## config.mk

```make
export PLATFORM = sky130hd
export DESIGN_NAME = rmq_queue
export DESIGN_NICKNAME = d
export VERILOG_FILES = /design/src/hdl/rmq_pkg.sv /design/src/hdl/rmq_queue.sv
export SDC_FILE = /design/constraint.sdc
export NUM_CORES = 1
export LEC_CHECK = 0
export BUFFER_PORTS_ARGS = -buffer_cell sky130_fd_sc_hd__buf_4
export CAP_MARGIN = 20
export CORE_UTILIZATION = 57
export DETAILED_ROUTE_END_ITERATION = 8
export PLACE_DENSITY = 0.79
export SYNTH_ARGS = -nofsm -noshare
export SYNTH_HDL_FRONTEND = slang
export SYNTH_SLANG_ARGS = --single-unit
export TNS_END_PERCENT = 30
```

## constraint.sdc

```tcl
create_clock -name clk -period 6.2 [get_ports clk]
set_clock_uncertainty 0.15 [all_clocks]
set_input_delay 0.62 -clock clk [delete_from_list [all_inputs] [get_ports clk]]
set_output_delay 0.62 -clock clk [all_outputs]
set_load 0.01 [all_outputs]
```

## src/hdl/rmq_pkg.sv

```systemverilog
// ----------------------------------------------------------------------------
// rmq_pkg
// Shared types and constants of the rotation matrix to quaternion block.
// ----------------------------------------------------------------------------
package rmq_pkg;

	localparam int FRAC_BITS = 30;
	localparam int IN_W      = 32;
	localparam int OUT_W     = 32;
	localparam int SUM_W     = 35;
	localparam int MAG_W     = 31;
	localparam int POS_W     = 6;
	localparam int N_W       = 64;
	localparam int R_W       = 32;
	localparam int REM_W     = R_W + 1;
	localparam int Q_W       = FRAC_BITS + 2;
	localparam int SQ_STEPS  = 32;
	localparam int DIV_STEPS = FRAC_BITS + 1;
	localparam int QUEUE_DEPTH = 4;
	localparam int QUEUE_AW    = 2;

	typedef struct packed {
		logic signed [IN_W-1:0] north_x;
		logic signed [IN_W-1:0] north_y;
		logic signed [IN_W-1:0] north_z;
		logic signed [IN_W-1:0] east_x;
		logic signed [IN_W-1:0] east_y;
		logic signed [IN_W-1:0] east_z;
		logic signed [IN_W-1:0] down_x;
		logic signed [IN_W-1:0] down_y;
		logic signed [IN_W-1:0] down_z;
	} rmq_in_t;

	typedef struct packed {
		logic signed [OUT_W-1:0] quat_w;
		logic signed [OUT_W-1:0] quat_i;
		logic signed [OUT_W-1:0] quat_j;
		logic signed [OUT_W-1:0] quat_k;
		logic                    degenerate;
	} rmq_out_t;

	// Normalized magnitudes with their signs, as passed from front to back.
	typedef struct packed {
		logic [3:0][MAG_W-1:0] mag;
		logic [3:0]            neg;
		logic                  dgn;
	} rmq_norm_t;

endpackage

```

## src/hdl/rmq_queue.sv

```systemverilog
// ----------------------------------------------------------------------------
// rmq_queue
// Short first-in first-out queue of normalized words between front and back.
// ----------------------------------------------------------------------------
module rmq_queue (
	input  logic              clk,
	input  logic              arst_n,
	input  logic              wr,
	input  rmq_pkg::rmq_norm_t wdata,
	output logic              full,
	input  logic              rd,
	output rmq_pkg::rmq_norm_t rdata,
	output logic              empty
);

	rmq_pkg::rmq_norm_t               mem_q [rmq_pkg::QUEUE_DEPTH];
	logic [rmq_pkg::QUEUE_AW-1:0]     wp_q;
	logic [rmq_pkg::QUEUE_AW-1:0]     rp_q;
	logic [rmq_pkg::QUEUE_AW:0]       cnt_q;
	logic                             do_wr;
	logic                             do_rd;

	assign full  = cnt_q == (rmq_pkg::QUEUE_AW+1)'(rmq_pkg::QUEUE_DEPTH);
	assign empty = cnt_q == '0;
	assign do_wr = wr & ~full;
	assign do_rd = rd & ~empty;
	assign rdata = mem_q[rp_q];

	always_ff @(posedge clk) begin
		if (do_wr) begin
			mem_q[wp_q] <= wdata;
		end
	end

	always_ff @(posedge clk or negedge arst_n) begin
		if (!arst_n) begin
			wp_q  <= '0;
			rp_q  <= '0;
			cnt_q <= '0;
		end else begin
			if (do_wr) begin
				wp_q <= wp_q + 1'b1;
			end
			if (do_rd) begin
				rp_q <= rp_q + 1'b1;
			end
			if (do_wr && !do_rd) begin
				cnt_q <= cnt_q + 1'b1;
			end else if (do_rd && !do_wr) begin
				cnt_q <= cnt_q - 1'b1;
			end
		end
	end

	a_cnt_range: assert property (@(posedge clk) disable iff (!arst_n)
		cnt_q <= (rmq_pkg::QUEUE_AW+1)'(rmq_pkg::QUEUE_DEPTH))
		else $error("queue count out of range");

endmodule

```

==> run metrics <==
CTS tree=yes; Hold Crit Class=primary input to flop; Seq/Total Area, Yosys=between 80% and 90%; cells after synthesis=710; final setup violation count=0; Syn Nets=849; Clock Path Buffers=3; Worst-Margin Slew=951 ps; worst skew pair latency=530 ps; Syn Area/Cell=between 20 and 30 um^2; CP max-delay cell=dfrtp_4; # DRC=0; DR iter-0 viols=roughly 620; Hold Vio Cnt, Final=0; # rows=66; fin util=70.4%; critical path's largest stage delay=between 800 and 900 ps; area grow syn2layout=21.0%; crit path capture type=output port; Peak VDD IR=312 uV; Num CTS Buffers=49; most common cell after layout, fill and taps aside=edfxtp_1; Crit Path Category=flop to output port; Routed WL per cell=23.5 um; drt first pass iters=5; fill cell count=1941; die height=approximately 180 um; clk slew on worst S/H paths=60 ps; Yosys top cell area share=81.4%; H-tree lvl count=2; NumNets Final=between 1000 and 1500; relative slew slack=36.6%; synth unique cells=22; post-synth top area cell=edfxtp_1; number of port buffers=between 200 and 300; Worst path top cell family by delay=flip-flops; drt total wl=34.9 mm; CP startpoint kind=flop; Starting Density=58.2%; Area contributors post-synth=edfxtp_1, mux4_2, dfrtp_1; RSZ-0062 raised after global routing=false; post-placement cell area=21500 um^2; most frequent cells in the layout=edfxtp_1, buf_4, mux4_2; Avg Vias per Cell=between 5 and 6; P_leak=about 7.8 nW; hpwl dp=around 21 mm; Tmin final=3610 ps; largest net degree at the start of global routing=around 80; Max FO, Critical Path=between 80 and 90; DR vias=around 8400; Synth warnings=0; mapped cell area=19000 um^2; highest clock rate=277 MHz; routability cong.=0.777; number of global-route vias before repair=8815; final setup TNS=0 ps; flops & latches, synth=523; total track usage=around 21%; root buf cell=clkbuf_16; Pwr per Cell Area=485 nW/um^2; Die W=185 um; final global-route overflow total=0; initial antenna violation count=2; data required time of the worst path=5430 ps; Worst Path Buf+Inv=2; area of the core=32700 um^2; Critical Path AT=2840 ps; MaxCap Viol Count=0; Period Utilization, post-route=58.3%; share of cells above drive strength 1=45.5%; Max Slew Vio Count=0; Clock Sinks=523; area of all placed cells without fillers=23000 um^2; crit path cell chain=buf_12, mux4_2, buf_4; Total Power=0.0112 W; die area=34100 um^2; Post-DRT Antenna Nets=0; first-pass GRT wire length=51.3 mm; io pins=approximately 260; status=finished clean
-- cell type report --
type                    count  area [um^2]  area share, %
multi-input cells         153         3140           13.6
clock inverters            23          258           1.12
clock buffers              61         1270           5.52
repair buffers            277         2110           9.18
inverters                   4         15.0         0.0652
well taps                 442          553           2.40
diodes                      2         5.00         0.0217
flip-flops and latches    523        15700           68.1
-- state kept, by name, indices dropped and copies added, names as in the netlist --
register and count:
rp_q 2, mem_q 516, wp_q 2, cnt_q 3
-- synth_stat cells, drive strengths merged --
master / n
dfrtp: 7
or3: 1
xnor2: 4
and2: 4
nor2: 1
mux4: 129
ha: 5
inv: 4
nand3: 1
nand2: 1
mux2: 2
clkbuf: 2
nor3b: 1
xor2: 2
buf: 28
nor2b: 1
fa: 1
edfxtp: 516
-- path summary, 6_finish.rpt --
kind / cells after the start / slack, ps / endpoint / from
min: 1 / 130 / mem_q[1][17] / wdata[17]
max: 3 / 2590 / rdata[114] / rp_q[0]
min in group asynchronous: 2 / 280 / wp_q[1] / arst_n
min reg2reg: 1 / 340 / cnt_q[2] / cnt_q[2]
max reg2reg: 4 / 3060 / mem_q[1][47] / cnt_q[2]
max in group asynchronous: 2 / 5470 / rp_q[0] / arst_n
-- metrics by stage --
step	std cells	setup slack (ps)	hold WS [ps]
floorplan	710	1680	174
global placement	1397	2870	287
detailed placement	1398	2840	290
CTS	1483	2490	112
global route	1484	2380	115
finish	1485	2590	131
-- routing by layer --
metal	GRT usage (%)	wire, um	share of wire [%]
met1	27.0	13400	38
met2	34.8	18000	52
met3	4.64	2430	6.9
met4	6.78	1080	3.1
met5	0	0	0
-- kinds of logic (layout without fill, tap and decap cells) --
kind of cell  count (synthesis)  after routing  share of synthesized area [%]
buf+inv                      34            365                           1.23
xor+xnor                      6              6                          0.276
other cells                   0              2                              0
flops                       523            523                           82.3
fa+ha+maj                     6              6                          0.434
simple gates                 10             10                          0.329
mux                         131            131                           15.4
-- power breakdown --
group	leakage (nW)	total, W	switching [W]	internal, W
clock	0.740	0.00288	0.00118	0.00169
combinational	2.29	0.00333	0.00163	0.00170
sequential	4.81	0.00496	0.000285	0.00468
total	7.84	0.0112	0.00310	0.00807
-- what timing repair did --
action,in CTS,in global routing
buffers inserted,0,0
hold buffers,1,0
resized for setup,0,0
hold endpoints to repair,7,0
No activity file was read; power rests on OpenSTA's default activity.
